File: src/rtl/oal_pkg.sv
// Package for the ordered array list: field widths, request codes,
// controller states and the command and status bundles.
// No dependencies; every other file in the block but oal_ram uses it.
package oal_pkg;

    // Fixed widths of the request and response fields.
    localparam int ACT_W  = 3;
    localparam int POS_W  = 6;
    localparam int DATA_W = 32;
    localparam int CNT_W  = 6;

    // Request codes carried in the action field.
    localparam logic [ACT_W-1:0] ACT_READ   = 3'd0;
    localparam logic [ACT_W-1:0] ACT_FIND   = 3'd1;
    localparam logic [ACT_W-1:0] ACT_INSERT = 3'd2;
    localparam logic [ACT_W-1:0] ACT_DELETE = 3'd3;
    localparam logic [ACT_W-1:0] ACT_CLEAR  = 3'd4;

    // Controller states.
    typedef enum logic [1:0] {
        S_IDLE,
        S_WALK,
        S_WRITE,
        S_FINISH
    } t_state;

    // Commands from the controller to the datapath.
    typedef struct packed {
        logic load;      // capture a new request
        logic walk;      // step through the list, one entry per cycle
        logic final_wr;  // write the inserted value into its slot
        logic commit;    // update the length and load the response register
    } t_cmd;

    // Status from the datapath to the controller.
    typedef struct packed {
        logic walk_done; // no entry left to read, last read consumed this cycle
        logic hit;       // the entry under compare matches the search value
        logic ins_write; // an accepted insert still needs its value written
    } t_sts;

endpackage

File: src/rtl/oal_if.sv
// Valid/ready channel interfaces for requests and responses.
// Depends on oal_pkg for the field widths.
interface oal_req_if;
    logic                                 valid;
    logic                                 ready;
    logic [oal_pkg::ACT_W-1:0]            action;
    logic [oal_pkg::POS_W-1:0]            position;
    logic signed [oal_pkg::DATA_W-1:0]    item_value;

    modport source (output valid, action, position, item_value, input ready);
    modport sink   (input valid, action, position, item_value, output ready);
endinterface

interface oal_rsp_if;
    logic                                 valid;
    logic                                 ready;
    logic                                 ok;
    logic signed [oal_pkg::DATA_W-1:0]    read_value;
    logic [oal_pkg::POS_W-1:0]            found_position;
    logic [oal_pkg::CNT_W-1:0]            count;

    modport source (output valid, ok, read_value, found_position, count, input ready);
    modport sink   (input valid, ok, read_value, found_position, count, output ready);
endinterface

File: src/rtl/oal_ram.sv
// Generic simple dual-port RAM: one write port, one read port, registered read.
// No dependencies.
module oal_ram #(
    parameter int WIDTH = 32,
    parameter int DEPTH = 32
) (
    input  logic                     i_clk,
    input  logic                     i_we,
    input  logic [$clog2(DEPTH)-1:0] i_waddr,
    input  logic [WIDTH-1:0]         i_wdata,
    input  logic [$clog2(DEPTH)-1:0] i_raddr,
    output logic [WIDTH-1:0]         o_rdata
);

    logic [WIDTH-1:0] r_mem [DEPTH];
    logic [WIDTH-1:0] r_rdata;

    // Write port and registered read port.
    always_ff @(posedge i_clk) begin
        if (i_we) begin
            r_mem[i_waddr] <= i_wdata;
        end
        r_rdata <= r_mem[i_raddr];
    end

    assign o_rdata = r_rdata;

endmodule

File: src/rtl/oal_ctrl.sv
// Controller for the ordered array list: sequences one request at a time
// and owns the response valid flag. Depends on oal_pkg.
module oal_ctrl (
    input  logic          i_clk,
    input  logic          i_rst_n,
    input  logic          i_in_valid,
    output logic          o_in_ready,
    output logic          o_out_valid,
    input  logic          i_out_ready,
    input  oal_pkg::t_sts i_sts,
    output oal_pkg::t_cmd o_cmd
);
    import oal_pkg::*;

    t_state r_state;
    t_state n_state;
    logic   r_out_valid;
    logic   n_out_valid;
    t_cmd   cmd;

    // State and response flag registers.
    always_ff @(posedge i_clk) begin
        if (!i_rst_n) begin
            r_state     <= S_IDLE;
            r_out_valid <= 1'b0;
        end else begin
            r_state     <= n_state;
            r_out_valid <= n_out_valid;
        end
    end

    // Next state and commands.
    always_comb begin
        n_state    = r_state;
        cmd        = '0;
        o_in_ready = 1'b0;
        unique case (r_state)
            S_IDLE: begin
                o_in_ready = 1'b1;
                if (i_in_valid) begin
                    cmd.load = 1'b1;
                    n_state  = S_WALK;
                end
            end
            S_WALK: begin
                cmd.walk = 1'b1;
                if (i_sts.hit || i_sts.walk_done) begin
                    n_state = i_sts.ins_write ? S_WRITE : S_FINISH;
                end
            end
            S_WRITE: begin
                cmd.final_wr = 1'b1;
                n_state      = S_FINISH;
            end
            S_FINISH: begin
                // Wait until the response register is free.
                if (!r_out_valid || i_out_ready) begin
                    cmd.commit = 1'b1;
                    n_state    = S_IDLE;
                end
            end
            default: begin
                n_state = S_IDLE;
            end
        endcase
    end

    // The response stays valid until it is taken or replaced.
    always_comb begin
        if (cmd.commit) begin
            n_out_valid = 1'b1;
        end else if (i_out_ready) begin
            n_out_valid = 1'b0;
        end else begin
            n_out_valid = r_out_valid;
        end
    end

    assign o_out_valid = r_out_valid;
    assign o_cmd       = cmd;

endmodule

File: src/rtl/oal_dp.sv
// Datapath for the ordered array list: element memory, length count,
// walk pointer, shift and compare logic, response register.
// Depends on oal_pkg and oal_ram.
module oal_dp #(
    parameter int CAPACITY = 32
) (
    input  logic                              i_clk,
    input  logic                              i_rst_n,
    input  oal_pkg::t_cmd                     i_cmd,
    output oal_pkg::t_sts                     o_sts,
    input  logic [oal_pkg::ACT_W-1:0]         i_action,
    input  logic [oal_pkg::POS_W-1:0]         i_position,
    input  logic signed [oal_pkg::DATA_W-1:0] i_item_value,
    output logic                              o_ok,
    output logic signed [oal_pkg::DATA_W-1:0] o_read_value,
    output logic [oal_pkg::POS_W-1:0]         o_found_position,
    output logic [oal_pkg::CNT_W-1:0]         o_count
);
    import oal_pkg::*;

    localparam int AW = $clog2(CAPACITY);
    localparam int CW = $clog2(CAPACITY + 1);
    localparam int XW = ((CW > POS_W) ? CW : POS_W) + 1;

    // Length and request registers.
    logic [CW-1:0]     r_count;
    logic [ACT_W-1:0]  r_act;
    logic [DATA_W-1:0] r_val;
    logic              r_valid;
    logic [AW-1:0]     r_pos_m1;
    logic              r_fwd;
    logic [CW-1:0]     r_p;
    logic [CW-1:0]     r_lim;

    // Walk pipeline and partial results.
    logic              r_rd_v;
    logic [AW-1:0]     r_rd_addr;
    logic              r_hit;
    logic [AW:0]       r_found;
    logic [DATA_W-1:0] r_rval;

    // Response register.
    logic              r_ok;
    logic [DATA_W-1:0] r_out_val;
    logic [POS_W-1:0]  r_out_found;
    logic [CNT_W-1:0]  r_out_count;

    // Request decode.
    logic [XW-1:0]     pos_x;
    logic [XW-1:0]     cnt_x;
    logic [XW-1:0]     pm1_x;
    logic              pos_in_list;
    logic              ins_fit;
    logic              ld_valid;
    logic              ld_fwd;
    logic [CW-1:0]     ld_p;
    logic [CW-1:0]     ld_lim;

    // Walk and memory signals.
    logic [CW-1:0]     p_dec;
    logic [AW-1:0]     rd_addr;
    logic              issue;
    logic              pending;
    logic              first;
    logic              hit;
    logic              shift_wr;
    logic              we;
    logic [AW-1:0]     waddr;
    logic [DATA_W-1:0] wdata;
    logic [DATA_W-1:0] rdata;
    logic [CW-1:0]     cnt_next;
    logic [XW-1:0]     cnt_next_x;
    logic [XW-1:0]     found_x;

    // Range checks and walk bounds for an incoming request.
    always_comb begin
        pos_x       = XW'(i_position);
        cnt_x       = XW'(r_count);
        pm1_x       = pos_x - XW'(1);
        pos_in_list = (pos_x != '0) && (pos_x <= cnt_x);
        ins_fit     = (r_count < CW'(CAPACITY)) && (pos_x != '0) && (pos_x <= cnt_x + XW'(1));
        ld_valid    = 1'b0;
        ld_fwd      = 1'b1;
        ld_p        = '0;
        ld_lim      = '0;
        unique case (i_action)
            ACT_READ: begin
                ld_valid = pos_in_list;
                if (pos_in_list) begin
                    ld_p   = pm1_x[CW-1:0];
                    ld_lim = pos_x[CW-1:0];
                end
            end
            ACT_FIND: begin
                ld_valid = 1'b1;
                ld_lim   = r_count;
            end
            ACT_INSERT: begin
                // Walk down from the top, moving each entry up by one.
                ld_valid = ins_fit;
                ld_fwd   = 1'b0;
                if (ins_fit) begin
                    ld_p   = r_count;
                    ld_lim = pm1_x[CW-1:0];
                end
            end
            ACT_DELETE: begin
                // Read the removed entry, then move each later entry down.
                ld_valid = pos_in_list;
                if (pos_in_list) begin
                    ld_p   = pm1_x[CW-1:0];
                    ld_lim = r_count;
                end
            end
            ACT_CLEAR: begin
                ld_valid = 1'b1;
            end
            default: begin
                ld_valid = 1'b0;
            end
        endcase
    end

    // One read is issued in each walk cycle until the pointer reaches its limit; its data is used in the cycle after.
    always_comb begin
        p_dec    = r_p - CW'(1);
        rd_addr  = r_fwd ? r_p[AW-1:0] : p_dec[AW-1:0];
        issue    = i_cmd.walk && (r_p != r_lim);
        pending  = i_cmd.walk && r_rd_v;
        first    = (r_rd_addr == r_pos_m1);
        hit      = r_rd_v && (r_act == ACT_FIND) && (rdata == r_val);
        shift_wr = pending && r_valid &&
                   ((r_act == ACT_INSERT) || ((r_act == ACT_DELETE) && !first));
        we       = shift_wr || i_cmd.final_wr;
        if (i_cmd.final_wr) begin
            waddr = r_pos_m1;
            wdata = r_val;
        end else begin
            waddr = (r_act == ACT_INSERT) ? r_rd_addr + AW'(1) : r_rd_addr - AW'(1);
            wdata = rdata;
        end
    end

    // Element store.
    oal_ram #(
        .WIDTH (DATA_W),
        .DEPTH (CAPACITY)
    ) u_ram (
        .i_clk   (i_clk),
        .i_we    (we),
        .i_waddr (waddr),
        .i_wdata (wdata),
        .i_raddr (rd_addr),
        .o_rdata (rdata)
    );

    // Length after the request.
    always_comb begin
        unique case (r_act)
            ACT_CLEAR:  cnt_next = '0;
            ACT_INSERT: cnt_next = r_valid ? r_count + CW'(1) : r_count;
            ACT_DELETE: cnt_next = r_valid ? r_count - CW'(1) : r_count;
            default:    cnt_next = r_count;
        endcase
        cnt_next_x = XW'(cnt_next);
        found_x    = XW'(r_found);
    end

    // Length count and read-valid flag, the registers here that reset.
    always_ff @(posedge i_clk) begin
        if (!i_rst_n) begin
            r_count <= '0;
            r_rd_v  <= 1'b0;
        end else begin
            if (i_cmd.commit) begin
                r_count <= cnt_next;
            end
            r_rd_v <= issue;
        end
    end

    // Request capture, walk pointer and partial results.
    always_ff @(posedge i_clk) begin
        if (i_cmd.load) begin
            r_act    <= i_action;
            r_val    <= i_item_value;
            r_valid  <= ld_valid;
            r_pos_m1 <= pm1_x[AW-1:0];
            r_fwd    <= ld_fwd;
            r_p      <= ld_p;
            r_lim    <= ld_lim;
            r_hit    <= 1'b0;
            r_found  <= '0;
            r_rval   <= '0;
        end else begin
            if (issue) begin
                r_p       <= r_fwd ? r_p + CW'(1) : p_dec;
                r_rd_addr <= rd_addr;
            end
            if (pending && hit) begin
                r_hit   <= 1'b1;
                r_found <= (AW + 1)'(r_rd_addr) + (AW + 1)'(1);
            end
            if (pending && r_valid && first &&
                ((r_act == ACT_READ) || (r_act == ACT_DELETE))) begin
                r_rval <= rdata;
            end
        end
    end

    // Response register, loaded once per request.
    always_ff @(posedge i_clk) begin
        if (i_cmd.commit) begin
            r_ok        <= r_valid && ((r_act != ACT_FIND) || r_hit);
            r_out_val   <= r_rval;
            r_out_found <= found_x[POS_W-1:0];
            r_out_count <= cnt_next_x[CNT_W-1:0];
        end
    end

    assign o_sts.walk_done  = (r_p == r_lim);
    assign o_sts.hit        = hit;
    assign o_sts.ins_write  = r_valid && (r_act == ACT_INSERT);
    assign o_ok             = r_ok;
    assign o_read_value     = r_out_val;
    assign o_found_position = r_out_found;
    assign o_count          = r_out_count;

endmodule

File: src/rtl/ordered_array_list.sv
// Ordered array list: one request at a time. The request is taken in idle, then the walk
// reads one entry per cycle from the single-read-port element RAM, an insert adds a write
// state, and the finish state loads the response once the response register is free.
// The next request is taken only after the controller is back in idle.
// Reset is synchronous: the list is empty, the response channel idle, RAM contents undefined.
module ordered_array_list #(
    parameter int CAPACITY = 32
) (
    input  logic      i_clk,
    input  logic      i_rst_n,
    oal_req_if.sink   i_req,
    oal_rsp_if.source o_rsp
);
    import oal_pkg::*;

    t_cmd cmd;
    t_sts sts;

    // Request sequencing.
    oal_ctrl u_ctrl (
        .i_clk       (i_clk),
        .i_rst_n     (i_rst_n),
        .i_in_valid  (i_req.valid),
        .o_in_ready  (i_req.ready),
        .o_out_valid (o_rsp.valid),
        .i_out_ready (o_rsp.ready),
        .i_sts       (sts),
        .o_cmd       (cmd)
    );

    // Storage, walk and response payload.
    oal_dp #(
        .CAPACITY (CAPACITY)
    ) u_dp (
        .i_clk            (i_clk),
        .i_rst_n          (i_rst_n),
        .i_cmd            (cmd),
        .o_sts            (sts),
        .i_action         (i_req.action),
        .i_position       (i_req.position),
        .i_item_value     (i_req.item_value),
        .o_ok             (o_rsp.ok),
        .o_read_value     (o_rsp.read_value),
        .o_found_position (o_rsp.found_position),
        .o_count          (o_rsp.count)
    );

endmodule
File: src/flat_wrapper.sv
// flat-port wrapper written by rule: the top's interface ports become plain ports
module ordered_array_list_flat import oal_pkg::*;
#(
    parameter int CAPACITY = 32
)
  (i_clk, i_rst_n, i_req_valid, i_req_action, i_req_position, i_req_item_value, i_req_ready, o_rsp_valid, o_rsp_ok, o_rsp_read_value, o_rsp_found_position, o_rsp_count, o_rsp_ready);
  oal_req_if i_req_i ();
  oal_rsp_if o_rsp_i ();
  input  logic i_clk;
  input  logic i_rst_n;
  input wire logic [$bits(i_req_i.valid)-1:0] i_req_valid;
  input wire logic [$bits(i_req_i.action)-1:0] i_req_action;
  input wire logic [$bits(i_req_i.position)-1:0] i_req_position;
  input wire logic [$bits(i_req_i.item_value)-1:0] i_req_item_value;
  output wire logic [$bits(i_req_i.ready)-1:0] i_req_ready;
  output wire logic [$bits(o_rsp_i.valid)-1:0] o_rsp_valid;
  output wire logic [$bits(o_rsp_i.ok)-1:0] o_rsp_ok;
  output wire logic [$bits(o_rsp_i.read_value)-1:0] o_rsp_read_value;
  output wire logic [$bits(o_rsp_i.found_position)-1:0] o_rsp_found_position;
  output wire logic [$bits(o_rsp_i.count)-1:0] o_rsp_count;
  input wire logic [$bits(o_rsp_i.ready)-1:0] o_rsp_ready;
  assign i_req_i.valid = i_req_valid;
  assign i_req_i.action = i_req_action;
  assign i_req_i.position = i_req_position;
  assign i_req_i.item_value = i_req_item_value;
  assign i_req_ready = i_req_i.ready;
  assign o_rsp_valid = o_rsp_i.valid;
  assign o_rsp_ok = o_rsp_i.ok;
  assign o_rsp_read_value = o_rsp_i.read_value;
  assign o_rsp_found_position = o_rsp_i.found_position;
  assign o_rsp_count = o_rsp_i.count;
  assign o_rsp_i.ready = o_rsp_ready;
  ordered_array_list #(.CAPACITY(CAPACITY)) u_core (.i_clk(i_clk), .i_rst_n(i_rst_n), .i_req(i_req_i), .o_rsp(o_rsp_i));
endmodule
File: config.mk
export PLATFORM = sky130hd
export DESIGN_NAME = ordered_array_list_flat
export DESIGN_NICKNAME = d
export VERILOG_FILES = /design/src/rtl/oal_pkg.sv /design/src/rtl/oal_if.sv /design/src/rtl/oal_ram.sv /design/src/rtl/oal_ctrl.sv /design/src/rtl/oal_dp.sv /design/src/rtl/ordered_array_list.sv /design/src/flat_wrapper.sv
export SDC_FILE = /design/constraint.sdc
export NUM_CORES = 2
export LEC_CHECK = 0
export BUFFER_PORTS_ARGS = -buffer_cell sky130_fd_sc_hd__buf_2
export CORE_UTILIZATION = 50
export DETAILED_ROUTE_END_ITERATION = 10
export GPL_ROUTABILITY_DRIVEN = 0
export PLACE_DENSITY = 0.74
export SLEW_MARGIN = 0
export SYNTH_ARGS = -nofsm -noshare
export SYNTH_HDL_FRONTEND = slang
export SYNTH_SLANG_ARGS = --single-unit
File: constraint.sdc
create_clock -name i_clk -period 7.3 [get_ports i_clk]
set_clock_uncertainty 0.15 [all_clocks]
set_input_delay 0.365 -clock i_clk [delete_from_list [all_inputs] [get_ports i_clk]]
set_output_delay 0.365 -clock i_clk [all_outputs]
set_load 0.01 [all_outputs]
==> metrics.md <==
| Metric | Value |
|---|---|
| Final Cycle Share | `a little over three fifths` |
| Fraction of layout instances using a drive strength above 1 | `29.5%` |
| Via count of the first global-routing pass | `between 20k and 25k` |
| Clock slew at reported path FFs | `0.06 ns` |
| Ratio of routed vias to standard cells | `6.19` |
| Final max-slew violation count | `0` |
| Number of antenna diodes | `0` |
| Layout Nets | `approximately 2.4k` |
| Pwr per Cell Area | `about 430 nW/µm²` |
| Max frequency | `roughly 0.22 GHz` |
| Area of the mapped netlist | `47200 µm²` |
| Status | `complete, no violations` |
| Synth Instances | `2181` |
| Layout Area Growth over Synthesis | `13.7%` |
| Design internal power | `15700 µW` |
| Most used DFF post-synth | `sky130_fd_sc_hd__edfxtp_1` |
| Commonest non-fill, non-tap cell in the layout | `sky130_fd_sc_hd__edfxtp_1` |
| Number of buffer cells added on primary ports | `91` |
| Sum of negative setup slack | `0 ns` |
| Worst skew pair latency | `between 0.7 and 0.8 ns` |
| Core box area | `93300 µm²` |
| Clock sinks | `1209` |
| EDFF count, synth | `1128` |
| Data arrival time of the worst path | `4.73 ns` |
| Post-Syn Nets | `2255` |
| Crit. End Element | `flop` |
| Die height | `309 µm` |
| Total Die Area | `~96000 µm²` |
| Maximum clock insertion buffer count | `3` |
| Relative contribution of the clock network to total power | `27.0%` |
| CTS HTree Levels | `3` |
| Wire length on met3 | `9.04 mm` |
| Largest net degree at the start of global routing | `113` |
| Switching power of the nets | `7280 µW` |
| Most frequent cells in the layout | `1128 x sky130_fd_sc_hd__edfxtp_1, 320 x sky130_fd_sc_hd__mux4_2, 114 x sky130_fd_sc_hd__clkbuf_16, 91 x sky130_fd_sc_hd__buf_2, 81 x sky130_fd_sc_hd__dfxtp_1` |
| Num CTS Buffers | `112` |
| Synth Area per Inst | `21.6 µm²` |
| Worst Tran Pin Value | `1.32 ns` |
| # rows | `112` |
| Final HPWL DP | `63.5 mm` |
| Share of total power in combinational logic | `between 30% and 40%` |
| Hold Vio Cnt, Final | `0` |
| Number of antenna violations at the first check in global routing | `1` |
| Drt drc | `0` |
| Warning count from the yosys run | `0` |
| Filler cell count | `6568` |
| Peak ir drop on the vdd network | `0.000469 V` |
| Clock tree from TritonCTS | `done` |
| Die extent in x | `309 µm` |
| DR WL/cell | `roughly 30 µm` |
| Maximum net fanout on the critical path | `32` |
| Register bit total from synthesis | `1209` |
| Minimum clock period | `4.56 ns` |
| Post-synthesis cell type count | `62` |
| Boundary Pins | `92` |
| Count of max-cap constraint violations | `0` |
| Total via count after detailed routing | `23.0k` |
| Switching Fraction | `between 30% and 40%` |
| Area taken by flip-flops and latches | `35500 µm²` |
| Initial core utilization | `50.6%` |
| Drt pass-1 iters | `5` |
| Tightest slew margin relative to the limit | `between 10 and 15%` |
| Share of synthesized flip-flops with an asynchronous set or reset | `0%` |
| Count of routing violations after the opening detailed-route iteration | `~2.9k` |
| Overall global routing resource usage | `roughly a quarter` |
| Setup slack, reg-to-reg | `between 2 and 3 ns` |
| DR top layer | `met5` |
| Sequential share of the synthesized area | `between 70% and 80%` |
| First-pass GRT wire length | `161 mm` |
| Setup repair after global routing missed its margin | `no` |
| Clock Root Buffer | `sky130_fd_sc_hd__clkbuf_16` |
| Crit start category | `flop` |
| Number of setup violations in the final report | `0` |
| Number of nets still failing antenna checks after routing | `0` |
| Layout Utilization | `between 50% and 60%` |
| Seq pwr share | `41.6%` |
| Worst endpoint required time | `7.47 ns` |
| Overall overflow remaining after global route | `0` |
| Sum of routed wire segments on met1 | `42.4 mm` |
| Met2 Routed Length | `54.1 mm` |
| Area of the multi-input gates | `11300 µm²` |
| Hold/Removal Path Class | `in2reg` |
| P_leak | `0.0172 µW` |
| Routed WL | `109 mm` |
| Critical path class | `reg2reg` |
through the flow:
stage | area (µm²) | worst slack (ns) | power, µW | cells | hold slack, ns
2_1_floorplan | 47200 | 3.06 | 14400 | 2181 | 0.252
3_3_place_gp | 49200 | 2.85 | 16700 | 3455 | 0.267
3_5_place_dp | 49200 | 2.79 | 16900 | 3455 | 0.266
4_1_cts | 53600 | 2.79 | 23100 | 3709 | 0.00760
5_1_grt | 53600 | 2.40 | 23700 | 3710 | 0.0334
6_report | 53600 | 2.74 | 23000 | 3710 | 0.0456
synth_stat cells (4+ instances only):
| master | n | area share, % |
|---|---|---|
| sky130_fd_sc_hd__inv_1 | 33 | 0.26 |
| sky130_fd_sc_hd__edfxtp_1 | 1128 | 72 |
| sky130_fd_sc_hd__buf_2 | 57 | 0.60 |
| sky130_fd_sc_hd__nor2_1 | 92 | 0.73 |
| sky130_fd_sc_hd__nor2b_1 | 15 | 0.20 |
| sky130_fd_sc_hd__or3_1 | 6 | 0.080 |
| sky130_fd_sc_hd__mux4_2 | 320 | 15 |
| sky130_fd_sc_hd__a21o_1 | 8 | 0.13 |
| sky130_fd_sc_hd__and3_1 | 4 | 0.053 |
| sky130_fd_sc_hd__mux2i_1 | 36 | 0.76 |
| sky130_fd_sc_hd__buf_1 | 5 | 0.040 |
| sky130_fd_sc_hd__o21ai_1 | 4 | 0.042 |
| sky130_fd_sc_hd__nor3_1 | 11 | 0.12 |
| sky130_fd_sc_hd__nand3_1 | 25 | 0.27 |
| sky130_fd_sc_hd__nor4_1 | 5 | 0.066 |
| sky130_fd_sc_hd__a21oi_1 | 19 | 0.20 |
| sky130_fd_sc_hd__dfxtp_1 | 81 | 3.4 |
| sky130_fd_sc_hd__nand2b_1 | 19 | 0.25 |
| sky130_fd_sc_hd__o31ai_1 | 4 | 0.064 |
| sky130_fd_sc_hd__nand2_1 | 28 | 0.22 |
| sky130_fd_sc_hd__buf_4 | 9 | 0.14 |
| sky130_fd_sc_hd__buf_6 | 8 | 0.19 |
| sky130_fd_sc_hd__mux2_2 | 62 | 1.5 |
| sky130_fd_sc_hd__o21ai_0 | 9 | 0.095 |
| sky130_fd_sc_hd__ha_1 | 28 | 0.74 |
| sky130_fd_sc_hd__xor2_1 | 21 | 0.39 |
| sky130_fd_sc_hd__o22ai_1 | 5 | 0.066 |
| sky130_fd_sc_hd__xnor2_1 | 37 | 0.69 |
| sky130_fd_sc_hd__nor3b_1 | 6 | 0.095 |
| sky130_fd_sc_hd__clkbuf_1 | 20 | 0.16 |
| sky130_fd_sc_hd__a221o_1 | 11 | 0.23 |
| sky130_fd_sc_hd__nand4_1 | 17 | 0.23 |
flip-flops by register name, indices dropped and copies added (netlist names), 3 cells and up:
signal	flops
u_core.u_dp.r_found	6
u_core.u_dp.r_p	6
u_core.u_dp.r_count	6
u_core.u_dp.r_val	32
u_core.u_dp.u_ram.r_mem	1024
u_core.u_dp.o_read_value	32
u_core.u_dp.o_found_position	6
u_core.u_dp.r_rval	32
u_core.u_dp.r_rd_addr	5
u_core.u_dp.r_act	3
u_core.u_dp.u_ram.o_rdata	32
u_core.u_dp.r_lim	6
u_core.u_dp.o_count	6
u_core.u_dp.r_pos_m1	5
path summary, 6_finish.rpt:
check | start | end | depth (start not counted)
max | u_core.u_dp.r_act[0] | u_core.u_dp.u_ram.r_mem[25][6] | 9
min | i_req_position[2] | u_core.u_dp.r_lim[2] | 2
max reg2reg | u_core.u_dp.r_act[0] | u_core.u_dp.u_ram.r_mem[25][6] | 9
min reg2reg | u_core.u_dp.r_rval[9] | u_core.u_dp.o_read_value[9] | 0
cell families (layout without fill, tap and decap cells):
| group | count (synthesis) | after routing | share of synthesized area, % |
|---|---|---|---|
| AOI/OAI and AO/OA | 84 | 84 | 1.27 |
| xor gates and xnor gates | 58 | 58 | 1.08 |
| adders and majority gates | 29 | 29 | 0.785 |
| buffers and inverters | 134 | 409 | 1.42 |
| DFF | 1209 | 1209 | 75.2 |
| muxes | 418 | 418 | 17.5 |
| and+or+nand+nor | 249 | 249 | 2.71 |
cell type report:
class / count / area share [%]
clock buffers: 130 / 5.50
well taps: 1254 / 2.93
repair buffers: 162 / 2.14
inverters: 35 / 0.254
multi-input cells: 838 / 21.1
flip-flops and latches: 1209 / 66.2
clock inverters: 82 / 1.89
metal layers:
metal	GRT usage, %	up-vias
met1	31.7	12100
met5	0	-
met2	38.1	1222
met4	8.54	2
met3	4.46	179
li1	-	9416
worst max-delay path, stage by stage (launching register included):
cell	delay, ns
sky130_fd_sc_hd__edfxtp_1	0.60
sky130_fd_sc_hd__nor3b_2	0.47
sky130_fd_sc_hd__inv_1	0.16
sky130_fd_sc_hd__ha_1	0.33
sky130_fd_sc_hd__nor2b_1	0.16
sky130_fd_sc_hd__o21ai_0	0.21
sky130_fd_sc_hd__a21oi_1	0.13
sky130_fd_sc_hd__o31ai_1	0.48
sky130_fd_sc_hd__nand3_1	0.48
sky130_fd_sc_hd__nor2_4	1.04
repair_timing:
| item | 4_1_cts | 5_1_grt |
|---|---|---|
| gates resized for setup | 0 | 0 |
| setup endpoints to repair | 0 | 0 |
| endpoints found under the hold margin | 52 | 0 |
| buffers inserted | 0 | 0 |
| hold buffers | 42 | 0 |
power groups by stage:
stage / Clock, µW / Combinational [µW] / Sequential, µW
6_report: 6220 / 7220 / 9590
5_1_grt: 6520 / 7570 / 9620
4_1_cts: 6280 / 7270 / 9570
3_5_place_dp: 0 / 7180 / 9710
3_3_place_gp: 0 / 6980 / 9690
2_1_floorplan: 0 / 4870 / 9510
Note: power is estimated with default switching activity, not from simulation.
